$ cat src/hw/rtl/segi_pkg.sv
// ----------------------------------------------------------------------------
// segi_pkg: shared types and widths for the segment intersection engine
// Holds the coordinate width, the derived arithmetic widths and the record
// that passes from the classifier front end to the divider back end.
// ----------------------------------------------------------------------------
`default_nettype none

package segi_pkg;

    // Width of every coordinate.
    localparam int COORD_BITS = 12;

    // Signed coordinate difference.
    localparam int DIFF_W = COORD_BITS + 1;
    // Signed determinant.
    localparam int DET_W  = 2 * COORD_BITS + 2;
    // Magnitude of the determinant.
    localparam int DMAG_W = 2 * COORD_BITS + 1;
    // Signed cross product of one segment's endpoints.
    localparam int PRD_W  = 2 * COORD_BITS + 1;
    // Signed numerators of the crossing point.
    localparam int NUM_W  = 3 * COORD_BITS + 2;

    // Queue depth between front and back.
    localparam int QDEPTH = 4;
    localparam int QPTR_W = $clog2(QDEPTH);
    localparam int QCNT_W = $clog2(QDEPTH + 1);

    // One classified segment pair: numerators already sign-normalized so that
    // the determinant magnitude is the positive denominator.
    typedef struct packed {
        logic              hit;
        logic [NUM_W-1:0]  num_x;
        logic [NUM_W-1:0]  num_y;
        logic [DMAG_W-1:0] den;
    } t_work;

endpackage

`default_nettype wire

$ cat src/hw/rtl/segi_queue.sv
// ----------------------------------------------------------------------------
// segi_queue: work queue between front and back
// Small register FIFO that lets the classifier and the divider stall apart.
// ----------------------------------------------------------------------------
`default_nettype none

module segi_queue (
    input  wire              i_clk,
    input  wire              i_rst_n,
    input  wire              i_push,
    input  segi_pkg::t_work  i_data,
    input  wire              i_pop,
    output logic             o_full,
    output logic             o_empty,
    output segi_pkg::t_work  o_data
);
    import segi_pkg::*;

    t_work              r_mem [QDEPTH];
    logic [QPTR_W-1:0]  r_wr, r_rd;
    logic [QCNT_W-1:0]  r_cnt;

    // Pointers and fill count.
    always_ff @(posedge i_clk) begin
        if (!i_rst_n) begin
            r_wr  <= '0;
            r_rd  <= '0;
            r_cnt <= '0;
        end else begin
            if (i_push) begin
                r_wr <= r_wr + 1'b1;
            end
            if (i_pop) begin
                r_rd <= r_rd + 1'b1;
            end
            unique case ({i_push, i_pop})
                2'b10:   r_cnt <= r_cnt + 1'b1;
                2'b01:   r_cnt <= r_cnt - 1'b1;
                default: r_cnt <= r_cnt;
            endcase
        end
    end

    // Storage.
    always_ff @(posedge i_clk) begin
        if (i_push) begin
            r_mem[r_wr] <= i_data;
        end
    end

    assign o_full  = (r_cnt == QCNT_W'(QDEPTH));
    assign o_empty = (r_cnt == '0);
    assign o_data  = r_mem[r_rd];

    a_no_overflow: assert property (@(posedge i_clk) disable iff (!i_rst_n)
        !(i_push && o_full))
        else $error("queue written while full");
    a_no_underflow: assert property (@(posedge i_clk) disable iff (!i_rst_n)
        !(i_pop && o_empty))
        else $error("queue read while empty");
    a_cnt_bound: assert property (@(posedge i_clk) disable iff (!i_rst_n)
        r_cnt <= QCNT_W'(QDEPTH))
        else $error("queue count beyond depth");
    a_cnt_step: assert property (@(posedge i_clk) disable iff (!i_rst_n)
        (i_push && !i_pop) |=> (r_cnt == $past(r_cnt) + 1'b1))
        else $error("queue count did not follow a push");

endmodule

`default_nettype wire

$ cat config.mk
export PLATFORM = sky130hd
export DESIGN_NAME = segi_queue
export DESIGN_NICKNAME = d
export VERILOG_FILES = /design/src/hw/rtl/segi_pkg.sv /design/src/hw/rtl/segi_queue.sv
export SDC_FILE = /design/constraint.sdc
export NUM_CORES = 1
export LEC_CHECK = 0
export BUFFER_PORTS_ARGS = -buffer_cell sky130_fd_sc_hd__buf_2
export CORE_MARGIN = 2
export CORE_UTILIZATION = 51
export CTS_CLUSTER_DIAMETER = 30
export DETAILED_ROUTE_END_ITERATION = 8
export MAX_ROUTING_LAYER = met4
export PLACE_DENSITY = 0.78
export SLEW_MARGIN = 20
export SYNTH_ARGS = -nofsm -noshare
export SYNTH_HDL_FRONTEND = slang
export SYNTH_SLANG_ARGS = --single-unit
$ cat constraint.sdc
create_clock -name i_clk -period 4.8 [get_ports i_clk]
set_input_delay 0.96 -clock i_clk [delete_from_list [all_inputs] [get_ports i_clk]]
set_output_delay 0.96 -clock i_clk [all_outputs]
set_load 0.1 [all_outputs]
# Word level (Yosys, flattened, before mapping)
# Memory sizes are Yosys's and may differ from the RTL's. A register that Yosys moved wholly into a read port is not among the register bits.
# Cells that the tools add are included.
# classes
n_reduce_logical	2
muxes	5
add_sub_neg	4
eq_ne	3
# op_table
operator	count
3-bit one-hot mux with 2 select lines	1
2-bit by 1-bit adder with 2-bit output, second input constant	2
2-bit two-way mux	2
3-bit by 1-bit adder with 3-bit output, second input constant	1
3-bit equality test, second input constant	1
3-bit zero test	1
3-bit by 1-bit subtractor with 3-bit output, second input constant	1
2-bit by 1-bit equality test with 1-bit output, second input constant	1
2-bit equality test, second input constant	1
1-bit two-way mux	2
2-bit nonzero test	1
# totals
wordCells	18
memories	1
inputBits	106
ram_bits	408
register_bits	7
out_inout_bits	104
# mem_list
name	words	word_bits	read_ports	rd_ports_with_merged_regs	write_ports	line_no	rtl
r_mem	4	102	1	1	1	segi_queue.sv:19	t_work r_mem [QDEPTH];

# Depth between registers and ports, before layout
# logic_depth
depth_word	3
mapped_depth	7
depth_no_buf	7

# Least setup slack after synthesis
# Ideal clock, no wire load.
# synth_timing
path_type	input to register
startpoint	in i_push
endpoint	mem r_mem[0][0] (netlist bit), enable pin
n_path_buf	0
path_stages	1
setup_slack_ns	1.014
arrival_ns	3.313
required_ns	4.328
setup_time_ns	0.472
path_cell_list	and2_1
# synth_via
elab_chain_len	2
# synth_lines
item	line_no	rtl
start: declaration	segi_queue.sv:10	input wire i_push,
1-bit two-way mux	segi_queue.sv:46	if (i_push) begin
1-bit two-way mux (implied by the code)	segi_queue.sv:47	r_mem[r_wr] <= i_data;
end: declaration	segi_queue.sv:19	
# No other way between the ends.

==> results.md <==
* Status: finished, final reports clean
* Worst r2r dst: r_mem[2][68]$_DFFE_PP_
* Count of pins over their slew limit at 0
* Routability Congestion at 0.681
* Core Area at 29500 µm²
* Share of Yosys cell area claimed by the top area cell type at 80.8%
* GRT Total Usage at 20.0%
* Fmax at 285 MHz
* Post-Route Skew at 0.0168 ns
* I/O Buffers at 209
* Largest net degree at the start of global routing at 76
* Std cell rows at 63
* Critical path class: flop to primary output
* Sequential cell area fraction in the yosys report at 82.0%
* Slew of the pin with the lowest slew margin at 0.820 ns
* Initial Util at 51.4%
* First-pass detailed-route iteration total at 7
* Detailed Route Iter0 Violations at 506
* Cell area after synthesis at 15200 µm²
* Via density at 5.44
* Post-Route WL at 29.5 mm
* Vias in the first global route at 7820
* Distinct cells, synth at 20
* Worst r2r src: r_wr[0]$_SDFFE_PN0P_
* Post-CTS Setup Inserts at 0
* Synth Register Bits at 417
* Top post-synthesis cells by area: edfxtp_1 (81%), mux4_2 (15%), dfxtp_1 (1.2%), buf_6 (0.67%), and2_1 (0.41%)
* Startpoint types: flop
* CP required at 3.84 ns
* RSZ-0062 raised after global routing: false
* Post-CTS sizing at 0
* Post-synthesis mux area share at 15.2%
* TritonCTS clock tree: built
* Worst skew pair latency at 0.56 ns
* Vias at 7084
* First-pass GRT wire length at 44.6 mm
* Antenna Nets Post-Route at 0
* DR DRC count at 0
* Share of layout cells above drive strength 1 at 48.6%
* WL/cell at 22.7 µm
* Crit path to: o_data[52]
* Max clock buf depth at 3
* Post-synthesis cell count at 578
* Inserted Clock Buffers at 73
* Crit share post-route at 73.1%
* Clock sinks at 417
* Relative slew margins at 45.3%
* Yosys warns at 0
* Die area at 31100 µm²
* Critical Path AT at 2.55 ns
* H-tree levels at 3
* Final net count at 960
* Maximum fanout along the worst path at 53
* Min-Delay Path Class: flop to flop
* Hold_buf cts at 0
* Worst-path clk slew at 0.05 ns
* Worst vdd ir at 0.000470 V
* Synthesized Nets at 690
* Largest family of logic cells by synthesized area: multiplexers
* Top-Level Pins at 210
* Post-Synth Adder-Cell Area at 0.545%
* Power Density at 577 nW/µm²
* Leakage at 6.61 nW
* GRT Residual Overflow at 0
* Post-synthesis xor/xnor area fraction at 0.289%
* Placed cell areas at 16700 µm²
* Yosys top cell by area: edfxtp_1
* Die X-Extent at 176 µm
* FILL cells at 1905
* Post-synthesis compound-gate area fraction at 0.116%
* Syn Area/Cell at 26.2 µm²
* CP Capture Type: primary output
* Final Cell Area at 19200 µm²
* Simple-gate share of the synthesized area at 0.619%
* Max cap viols at 0
* Minimum clock period at 3.51 ns
* TNS Setup at 0 ns
* Die height at 176 µm
* Initial antenna violation count at 4
* R2R depth at 4
* R2R Setup Slk at 2.67 ns
* Area added between synthesis and finish at 26.7%
* Final HPWL DP at 15.8 mm
* CTS Root Buffer Type: clkbuf_16
* Final setup viols at 0
* Hold Vio Cnt, Final at 0
==> state kept, by name, indices dropped and copies added (netlist names), named ones only <==
name,cells
r_mem,408
r_cnt,3
r_rd,2
r_wr,2
==> logic make-up (layout without fill, tap and decap cells) <==
family          after synthesis  after routing
flops                       417            417
fa+ha+maj                     6              6
buf+inv                      28            358
mux                         103            103
other cells                   0              4
compound gates                3              3
xor+xnor                      5              5
simple gates                 16             16
==> final cells by class <==
cell class,count,area [µm²],area share [%]
flip-flops and latches,417,12400,64.8
multi-input cells,133,2550,13.3
clock buffers,88,1950,10.1
repair buffers,217,1170,6.08
clock inverters,47,581,3.02
well taps,390,488,2.54
inverters,6,22.5,0.117
diodes,4,10.0,0.0521
==> worst min-delay path by stage <==
stage | from | end | slack (ns) | depth (start not counted)
global route | i_data[11] | r_mem[2][11]$_DFFE_PP_ | 0.59 | 1
CTS | r_cnt[2]$_SDFFE_PN0P_ | r_cnt[2]$_SDFFE_PN0P_ | 0.54 | 2
detailed placement | r_cnt[2]$_SDFFE_PN0P_ | r_cnt[2]$_SDFFE_PN0P_ | 0.50 | 2
floorplan | r_cnt[2]$_SDFFE_PN0P_ | r_cnt[2]$_SDFFE_PN0P_ | 0.47 | 2
finish | r_cnt[2]$_SDFFE_PN0P_ | r_cnt[2]$_SDFFE_PN0P_ | 0.54 | 2
global placement | r_cnt[2]$_SDFFE_PN0P_ | r_cnt[2]$_SDFFE_PN0P_ | 0.49 | 2
==> placed cells by master (no fill, tap or decap), drive strengths merged, types with 3 or more instances in the layout <==
cell,Yosys,routed
ha,5,5
buf,19,217
dfxtp,9,9
diode,0,4
clkbuf,3,88
and2,10,10
xor2,3,3
mux4,102,102
edfxtp,408,408
clkinv,0,27
inv,6,10
clkinvlp,0,6
bufinv,0,10
==> per-stage QoR <==
| stage | power (W) | hold WS [ns] | utilization (%) | std cells | setup slack [ns] |
|---|---|---|---|---|---|
| final | 0.0111 | 0.541 | 65.2 | 1302 | 1.29 |
| after floorplan | 0.00571 | 0.473 | - | 578 | 1.01 |
| after detailed placement | 0.00600 | 0.504 | 56.6 | 1163 | 1.83 |
| after global routing | 0.0114 | 0.586 | 65.2 | 1302 | 1.18 |
| after global placement | 0.00597 | 0.489 | 56.6 | 1163 | 1.84 |
| after CTS | 0.0112 | 0.539 | 65.1 | 1298 | 1.22 |
==> worst max-delay path: stages (launching register included) <==
cell and delay, ns:
dfxtp_4 0.84, buf_12 0.36, mux4_2 0.28, buf_2 0.43
==> cells in the mapped netlist <==
cell type,count
dfxtp_1,9
or3_1,1
xnor2_1,2
and3_1,1
edfxtp_1,408
mux4_2,102
buf_6,9
nor2b_1,1
nand2_1,2
a21boi_0,1
mux2i_1,1
and2_1,10
xor2_1,3
buf_2,10
fa_1,1
inv_1,6
clkbuf_1,3
nor3_1,1
ha_1,5
o21ai_0,2
==> layer usage <==
layer | wire [µm] | vias to the layer above | global-route usage (%)
li1 | - | 3078 | -
met1 | 11100 | 3695 | 22.9
met2 | 15800 | 258 | 33.8
met3 | 2120 | 53 | 5.96
met4 | 574 | 0 | 6.65
met5 | 0 | - | -
==> power breakdown <==
group	switching [W]	leakage (nW)	internal, W
clock network	0.00171	1.22	0.00346
logic	0.00133	1.57	0.000341
registers	0.0000611	3.82	0.00419
Power figures use the tool's default switching activity.
