**config.mk**
```make
export PLATFORM = sky130hd
export DESIGN_NAME = segi_back
export DESIGN_NICKNAME = d
export VERILOG_FILES = /design/src/hw/rtl/segi_pkg.sv /design/src/hw/rtl/segi_back.sv
export SDC_FILE = /design/constraint.sdc
export NUM_CORES = 2
export LEC_CHECK = 0
export ABC_CLOCK_PERIOD_IN_PS = 3600
export BUFFER_PORTS_ARGS = -buffer_cell sky130_fd_sc_hd__buf_2
export CORE_AREA = 10 10 486 488
export DETAILED_ROUTE_END_ITERATION = 16
export DIE_AREA = 0 0 496 498
export PLACE_DENSITY_LB_ADDON = 0.15
export SLEW_MARGIN = 20
export SYNTH_ARGS = -nofsm -noshare
export SYNTH_HDL_FRONTEND = slang
export SYNTH_SLANG_ARGS = --single-unit
```
**constraint.sdc**
```tcl
create_clock -name i_clk -period 3.6 [get_ports i_clk]
set_input_delay 0 -clock i_clk [delete_from_list [all_inputs] [get_ports i_clk]]
set_output_delay 0 -clock i_clk [all_outputs]
set_load 0.005 [all_outputs]
```
**src/hw/rtl/segi_pkg.sv**
```systemverilog
// ----------------------------------------------------------------------------
// segi_pkg: shared types and widths for the segment intersection engine
// Holds the coordinate width, the derived arithmetic widths and the record
// that passes from the classifier front end to the divider back end.
// ----------------------------------------------------------------------------
`default_nettype none

package segi_pkg;

    // Width of every coordinate.
    localparam int COORD_BITS = 12;

    // Signed coordinate difference.
    localparam int DIFF_W = COORD_BITS + 1;
    // Signed determinant.
    localparam int DET_W  = 2 * COORD_BITS + 2;
    // Magnitude of the determinant.
    localparam int DMAG_W = 2 * COORD_BITS + 1;
    // Signed cross product of one segment's endpoints.
    localparam int PRD_W  = 2 * COORD_BITS + 1;
    // Signed numerators of the crossing point.
    localparam int NUM_W  = 3 * COORD_BITS + 2;

    // Queue depth between front and back.
    localparam int QDEPTH = 4;
    localparam int QPTR_W = $clog2(QDEPTH);
    localparam int QCNT_W = $clog2(QDEPTH + 1);

    // One classified segment pair: numerators already sign-normalized so that
    // the determinant magnitude is the positive denominator.
    typedef struct packed {
        logic              hit;
        logic [NUM_W-1:0]  num_x;
        logic [NUM_W-1:0]  num_y;
        logic [DMAG_W-1:0] den;
    } t_work;

endpackage

`default_nettype wire

```
**src/hw/rtl/segi_back.sv**
```systemverilog
// ----------------------------------------------------------------------------
// segi_back: divider pipeline
// Restoring division of both numerators by the denominator, one quotient bit
// per stage, with the last stage acting as the output register.
// ----------------------------------------------------------------------------
`default_nettype none

module segi_back (
    input  wire                            i_clk,
    input  wire                            i_rst_n,
    input  wire                            i_en,
    input  wire                            i_valid,
    input  segi_pkg::t_work                i_work,
    output logic                           o_valid,
    output logic                           o_hit,
    output logic [segi_pkg::COORD_BITS-1:0] o_x,
    output logic [segi_pkg::COORD_BITS-1:0] o_y
);
    import segi_pkg::*;

    localparam int C = COORD_BITS;

    logic              r_v   [C+1];
    logic              r_hit [C+1];
    logic [NUM_W-1:0]  r_rx  [C+1];
    logic [NUM_W-1:0]  r_ry  [C+1];
    logic [DMAG_W-1:0] r_den [C+1];
    logic [C-1:0]      r_qx  [C+1];
    logic [C-1:0]      r_qy  [C+1];

    logic [NUM_W:0]    n_tx  [C];
    logic [NUM_W:0]    n_ty  [C];

    // Trial subtraction of the shifted denominator at every stage.
    always_comb begin
        for (int k = 0; k < C; k++) begin
            n_tx[k] = {1'b0, r_rx[k]} - ((NUM_W+1)'(r_den[k]) << (C - 1 - k));
            n_ty[k] = {1'b0, r_ry[k]} - ((NUM_W+1)'(r_den[k]) << (C - 1 - k));
        end
    end

    // Valid bits.
    always_ff @(posedge i_clk) begin
        if (!i_rst_n) begin
            for (int k = 0; k <= C; k++) begin
                r_v[k] <= 1'b0;
            end
        end else if (i_en) begin
            r_v[0] <= i_valid;
            for (int k = 0; k < C; k++) begin
                r_v[k+1] <= r_v[k];
            end
        end
    end

    // Division stages.
    always_ff @(posedge i_clk) begin
        if (i_en) begin
            r_hit[0] <= i_work.hit;
            r_rx[0]  <= i_work.num_x;
            r_ry[0]  <= i_work.num_y;
            r_den[0] <= i_work.den;
            r_qx[0]  <= '0;
            r_qy[0]  <= '0;
            for (int k = 0; k < C; k++) begin
                r_hit[k+1] <= r_hit[k];
                r_den[k+1] <= r_den[k];
                r_rx[k+1]  <= n_tx[k][NUM_W] ? r_rx[k] : n_tx[k][NUM_W-1:0];
                r_ry[k+1]  <= n_ty[k][NUM_W] ? r_ry[k] : n_ty[k][NUM_W-1:0];
                r_qx[k+1]  <= r_qx[k] | (C'(!n_tx[k][NUM_W]) << (C - 1 - k));
                r_qy[k+1]  <= r_qy[k] | (C'(!n_ty[k][NUM_W]) << (C - 1 - k));
            end
        end
    end

    // A miss reports zero coordinates.
    assign o_valid = r_v[C];
    assign o_hit   = r_hit[C];
    assign o_x     = r_hit[C] ? r_qx[C] : '0;
    assign o_y     = r_hit[C] ? r_qy[C] : '0;

endmodule

`default_nettype wire

```
; Yosys cells after proc, flatten, opt, wreduce, memory -nomap -nowiden
; Memory sizes are Yosys's and may differ from the RTL's.
; Index checks and enable logic that the tools add are counted.
[op_classes]
addsub = 24
mux = 44
bitwise = 37
n_reduce_logical = 24
[ops]
columns = cell, n
row1 = 2-to-1 mux 38 bit, 24
row2 = subtractor 38 x 25 -> 39 bit, 2
row3 = subtractor 38 x 26 -> 39 bit, 2
row4 = subtractor 38 x 27 -> 39 bit, 2
row5 = subtractor 38 x 28 -> 39 bit, 2
row6 = subtractor 38 x 29 -> 39 bit, 2
row7 = subtractor 38 x 30 -> 39 bit, 2
row8 = subtractor 38 x 31 -> 39 bit, 2
row9 = subtractor 38 x 32 -> 39 bit, 2
row10 = subtractor 38 x 33 -> 39 bit, 2
row11 = subtractor 38 x 34 -> 39 bit, 2
row12 = subtractor 38 x 35 -> 39 bit, 2
row13 = subtractor 38 x 36 -> 39 bit, 2
row14 = logical NOT 1 bit, 24
row15 = 2-to-1 mux 12 bit, 2
row16 = OR 12 x 1 -> 12 bit, 2
row17 = OR 12 x 10 -> 12 bit, 2
row18 = OR 12 x 11 -> 12 bit, 2
row19 = OR 12 bit, 2
row20 = OR 12 x 2 -> 12 bit, 2
row21 = OR 12 x 3 -> 12 bit, 2
row22 = OR 12 x 4 -> 12 bit, 2
row23 = OR 12 x 5 -> 12 bit, 2
row24 = OR 12 x 6 -> 12 bit, 2
row25 = other kinds (5), 37
[totals]
register_bits = 0
ram_bits = 1651
out_inout_bits = 26
n_memories = 7
[mem_list]
columns = name, words, word_bits, rd, rd_clocked_by_memory_dff, wr, line
row1 = r_rx, 13, 38, 12, 0, 13, segi_back.sv:25  ; logic [NUM_W-1:0] r_rx [C+1];
row2 = r_ry, 13, 38, 12, 0, 13, segi_back.sv:26  ; logic [NUM_W-1:0] r_ry [C+1];
row3 = r_den, 13, 25, 12, 0, 13, segi_back.sv:27  ; logic [DMAG_W-1:0] r_den [C+1];
row4 = r_qx, 13, 12, 13, 0, 13, segi_back.sv:28  ; logic [C-1:0] r_qx [C+1];
row5 = r_qy, 13, 12, 13, 0, 13, segi_back.sv:29  ; logic [C-1:0] r_qy [C+1];
row6 = r_hit, 13, 1, 13, 0, 13, segi_back.sv:24  ; logic r_hit [C+1];
row7 = +1 memories, n/a, n/a, n/a, n/a, n/a, n/a

; Depth between registers and ports, before layout
[depth]
depth_word = 4
mapped_depth = 16
ltp_nobuf = 14

; Worst setup path before layout
; OpenSTA, ideal clock, no wires.
[synth_path]
path_type = flip-flop to flip-flop
start = mem r_den[0][25] (netlist bit)
end = mem r_ry[0][100] (netlist bit), data pin
t_arrival_ns = 3.224
slack_ns = 0.116
stages_incl_launch_ff = 15
path_buffers = 1
synth_period_minus_slack_ns = 3.484
cell_sequence = edfxtp_1 ha_1 fa_1 nor2b_1 o21ai_0 a21boi_0 o211ai_1 a21boi_0 o311ai_1 o211ai_1 nand3_1 and3_1 inv_2 buf_2 mux2_2
[synth_lines]
columns = item, line
row1 = from (decl), segi_back.sv:27
row2 = to (decl), segi_back.sv:26

==> out/qor.txt <==
======================================================================================
Synthesized area per cell ...............................................     11.4 µm²
CTS sink count ..........................................................         1394
Family with the most delay on the worst path ............................ compound AO/OA/AOI/OAI gates
Max Freq ................................................................      278 MHz
Largest buffer count on any clock path ..................................            3
Number of port buffers ..................................................          131
Fraction of layout cells with a size suffix above 1 .....................        19.8%
Final setup violation count .............................................            0
Proportion of synthesized flip-flops having asynchronous set or reset ...           0%
Number of synthesized register bits .....................................         1394
Critical path cell sequence ............................................. ha_1 > nor2b_4 > o21ai_2 > o211ai_1 > o31a_1 > a2111o_1 > a221o_2 > a211oi_2 > buf_4 > nor2_4 > clkbuf_16 > mux2_2
Result of the run .......................................................    completed
Area added between synthesis and finish .................................        25.7%
Max-Cap Viols ...........................................................            0
Mapped cell area ........................................................    78900 µm²
Clock-pin slew on the worst setup and hold paths ........................      0.06 ns
Die height ..............................................................       498 µm
Placed wire-length estimate after detailed placement ....................    168000 µm
Buffer and inverter count on the worst path .............................            2
Total number of nets in the final design ................................         8849
Final global-route overflow total .......................................            0
Final Hold Fails ........................................................            0
I/O pin count ...........................................................          132
Max-slew violations .....................................................            0
Critical Path RT ........................................................      4.15 ns
Num CTS Buffers .........................................................          165
Worst-skew pair later-pin latency .......................................      0.83 ns
RSZ-0062 raised after global routing ....................................          yes
Std-Cell Core Area ......................................................   226000 µm²
Root buffer cell ........................................................ sky130_fd_sc_hd__clkbuf_16
Startpoint of the tightest hold check path ..............................      i_rst_n
Post-detailed-placement cell area .......................................    88800 µm²
Combined global-route utilization of all metal layers ...................        16.9%
Crit start category .....................................................     register
First-pass GRT wire length ..............................................    328000 µm
Detailed Routing Iterations Pass 1 ......................................            6
Largest net degree at the start of global routing .......................          107
Delay of the slowest critical-path stage ................................      0.47 ns
Number of distinct standard cells referenced by the synthesized netlist .           98
Vias in the first global route ..........................................        58.3k
End-of-flow core utilization ............................................        43.8%
Normalized max-slew margin ..............................................        36.6%
Launch point of the critical path ....................................... r_ry[0][86]$_DFFE_PP_
Slowest-stage cell, CP .................................................. sky130_fd_sc_hd__a2111o_1
Number of antenna violations at the first check in global routing .......            3
DRC violations left .....................................................            0
Avg Vias per Cell .......................................................         4.98
Routed WL per cell ......................................................      19.4 µm
Worst Path Max Fanout ...................................................            8
RR Startpoint ........................................................... r_ry[0][86]$_DFFE_PP_
Synth Net Count .........................................................         7678
PwrDens .................................................................   769 nW/µm²
Most frequently used flop master after synthesis ........................ sky130_fd_sc_hd__edfxtp_1
CP Data Arrival Time ....................................................      4.15 ns
Final Hold Slack ........................................................    0.0921 ns
Row count ...............................................................          175
Skew final ..............................................................    0.0488 ns
Time the final worst path needs with I/O delays and setup ...............      3.60 ns
Path class of the lowest-slack min-delay path ...........................    in -> reg
Cell count after synthesis ..............................................         6952
DR iter-0 viols .........................................................         2485
Share of the yosys chip area belonging to registers .....................        53.0%
Depth of the CTS H-tree .................................................            4
Final weighted congestion in routability-driven placement ...............        0.914
Post-route standard cell area excluding fillers .........................    99200 µm²
Clock tree from TritonCTS ...............................................          yes
Pleak ...................................................................      39.9 nW
Post-route total power ..................................................      76.3 mW
VDD IR-drop max .........................................................   0.000566 V
Worst-margin pin slew ...................................................     0.942 ns
Overall via count from detail_route .....................................        56.2k
Full die area ...........................................................   247000 µm²
Element type at the critical path end ...................................     register
DIE WIDTH ...............................................................       496 µm
Period Utilization, post-route ..........................................        99.9%
EDFF count, synth .......................................................         1393
Sum of routed wire length over all layers ...............................    219000 µm
Effective utilization at floorplan ......................................        34.9%
Yosys warning total .....................................................            0
Number of antenna-violating nets in the routed design ...................            0
Sum of negative setup slack .............................................         0 ns
Kind of critical path ...................................................   reg -> reg
======================================================================================
-- cell usage after synthesis, types with 55 or more instances --
cell type	instances	share of area, %
sky130_fd_sc_hd__or3_1	56	0.44
sky130_fd_sc_hd__mux2_2	132	1.9
sky130_fd_sc_hd__xnor2_1	328	3.6
sky130_fd_sc_hd__o21ai_0	450	2.9
sky130_fd_sc_hd__nand2b_1	112	0.89
sky130_fd_sc_hd__nor3_1	106	0.67
sky130_fd_sc_hd__ha_1	598	9.5
sky130_fd_sc_hd__a21o_1	263	2.5
sky130_fd_sc_hd__nor2_1	454	2.2
sky130_fd_sc_hd__edfxtp_1	1393	53
sky130_fd_sc_hd__nand3_1	114	0.72
sky130_fd_sc_hd__and3_1	58	0.46
sky130_fd_sc_hd__a21oi_1	553	3.5
sky130_fd_sc_hd__o21a_1	78	0.74
sky130_fd_sc_hd__nor2b_1	90	0.71
sky130_fd_sc_hd__nand2_1	540	2.6
sky130_fd_sc_hd__clkbuf_1	83	0.39
sky130_fd_sc_hd__xor2_1	236	2.6
sky130_fd_sc_hd__o31ai_1	55	0.52
sky130_fd_sc_hd__inv_1	462	2.2
-- worst paths after layout --
check,endpoint,slack (ns),cells past startpoint
max reg2reg,r_ry[0][130]$_DFFE_PP_,0.005,12
min reg2reg,r_rx[0][82]$_DFFE_PP_,0.39,0
max,r_ry[0][130]$_DFFE_PP_,0.005,12
min,r_v[1][0]$_DFF_P_,0.09,3
-- flip-flops by register name, summed over array words and instances (netlist names) --
signal,cells
r_rx,456
r_ry,456
r_den,300
r_qx,78
r_qy,78
r_hit,13
r_v,13
-- cells in the final DEF (no fill, tap or decap), types with 52 or more instances in the layout --
cell type	instances
sky130_fd_sc_hd__a21o_1	261
sky130_fd_sc_hd__a21oi_1	505
sky130_fd_sc_hd__and2_1	52
sky130_fd_sc_hd__and3_1	55
sky130_fd_sc_hd__buf_2	130
sky130_fd_sc_hd__buf_4	705
sky130_fd_sc_hd__clkbuf_16	174
sky130_fd_sc_hd__dlygate4sd3_1	209
sky130_fd_sc_hd__edfxtp_1	1393
sky130_fd_sc_hd__ha_1	581
sky130_fd_sc_hd__inv_1	447
sky130_fd_sc_hd__mux2_2	93
sky130_fd_sc_hd__nand2_1	540
sky130_fd_sc_hd__nand2b_1	110
sky130_fd_sc_hd__nand3_1	114
sky130_fd_sc_hd__nand4_1	53
sky130_fd_sc_hd__nor2_1	430
sky130_fd_sc_hd__nor2b_1	82
sky130_fd_sc_hd__nor3_1	96
sky130_fd_sc_hd__o21a_1	76
sky130_fd_sc_hd__o21ai_0	408
sky130_fd_sc_hd__or3_1	56
sky130_fd_sc_hd__xnor2_1	327
sky130_fd_sc_hd__xor2_1	236
-- tightest hold or removal path: stages --
cell                            delay (ns)
sky130_fd_sc_hd__dlygate4sd3_1        0.53
sky130_fd_sc_hd__buf_2                0.18
sky130_fd_sc_hd__nor2b_1              0.15
-- kinds of logic (layout without fill, tap and decap cells) --
logic type | after synthesis | in the layout | synth area share (%)
AO/OA/AOI/OAI | 1844 | 1845 | 14.7
AND/OR/NAND/NOR | 1787 | 1787 | 10.9
flip-flops | 1394 | 1394 | 53.0
adder cells (fa/ha/maj) | 620 | 620 | 10.0
buffers and inverters | 593 | 1898 | 2.90
XOR/XNOR | 564 | 564 | 6.26
multiplexers | 150 | 150 | 2.11
other | 0 | 2 | 0
-- power breakdown --
part	internal [mW]	switching [mW]	total, mW
Combinational	15.3	17.3	32.6
Sequential	23.7	3.17	26.8
Clock	9.82	7.01	16.8
Total	48.8	27.5	76.3
-- stage by stage --
step / cells / setup slack (ns)
6_report: 11300 / 0.00497
3_3_place_gp: 10700 / -0.855
3_5_place_dp: 10700 / -0.765
2_1_floorplan: 6952 / 0.116
4_1_cts: 11200 / -0.0407
5_1_grt: 11300 / -0.106
-- layer usage --
layer / vias to the layer above / track usage, % / wire [µm]
met1: 26700 / 17.6 / 82600
li1: 28200 / - / -
met2: 844 / 32.3 / 116000
met3: 475 / 2.23 / 5330
met5: - / 0 / 0
met4: 0 / 9.10 / 14300
-- repair_timing --
| action | in CTS | in global routing |
|---|---|---|
| hold buffers | 209 | 0 |
| endpoints found under the setup margin | 451 | 405 |
| setup buffers | 20 | 50 |
| gates resized for setup | 148 | 311 |
| pin swaps | 45 | 120 |
| gates cloned | 4 | 10 |
| hold endpoints to repair | 283 | 0 |
-- layout make-up --
class | instances | area (µm²)
Clock inverter | 101 | 1190
Clock buffer | 201 | 4290
Multi-Input combinational cell | 4966 | 36700
Inverter | 465 | 1750
Tap cell | 3009 | 3760
Sequential cell | 1394 | 41900
Antenna cell | 2 | 5.00
Timing Repair Buffer | 1131 | 9650
Fill cell | 21100 | 127000
No activity file was read; power rests on OpenSTA's default activity.
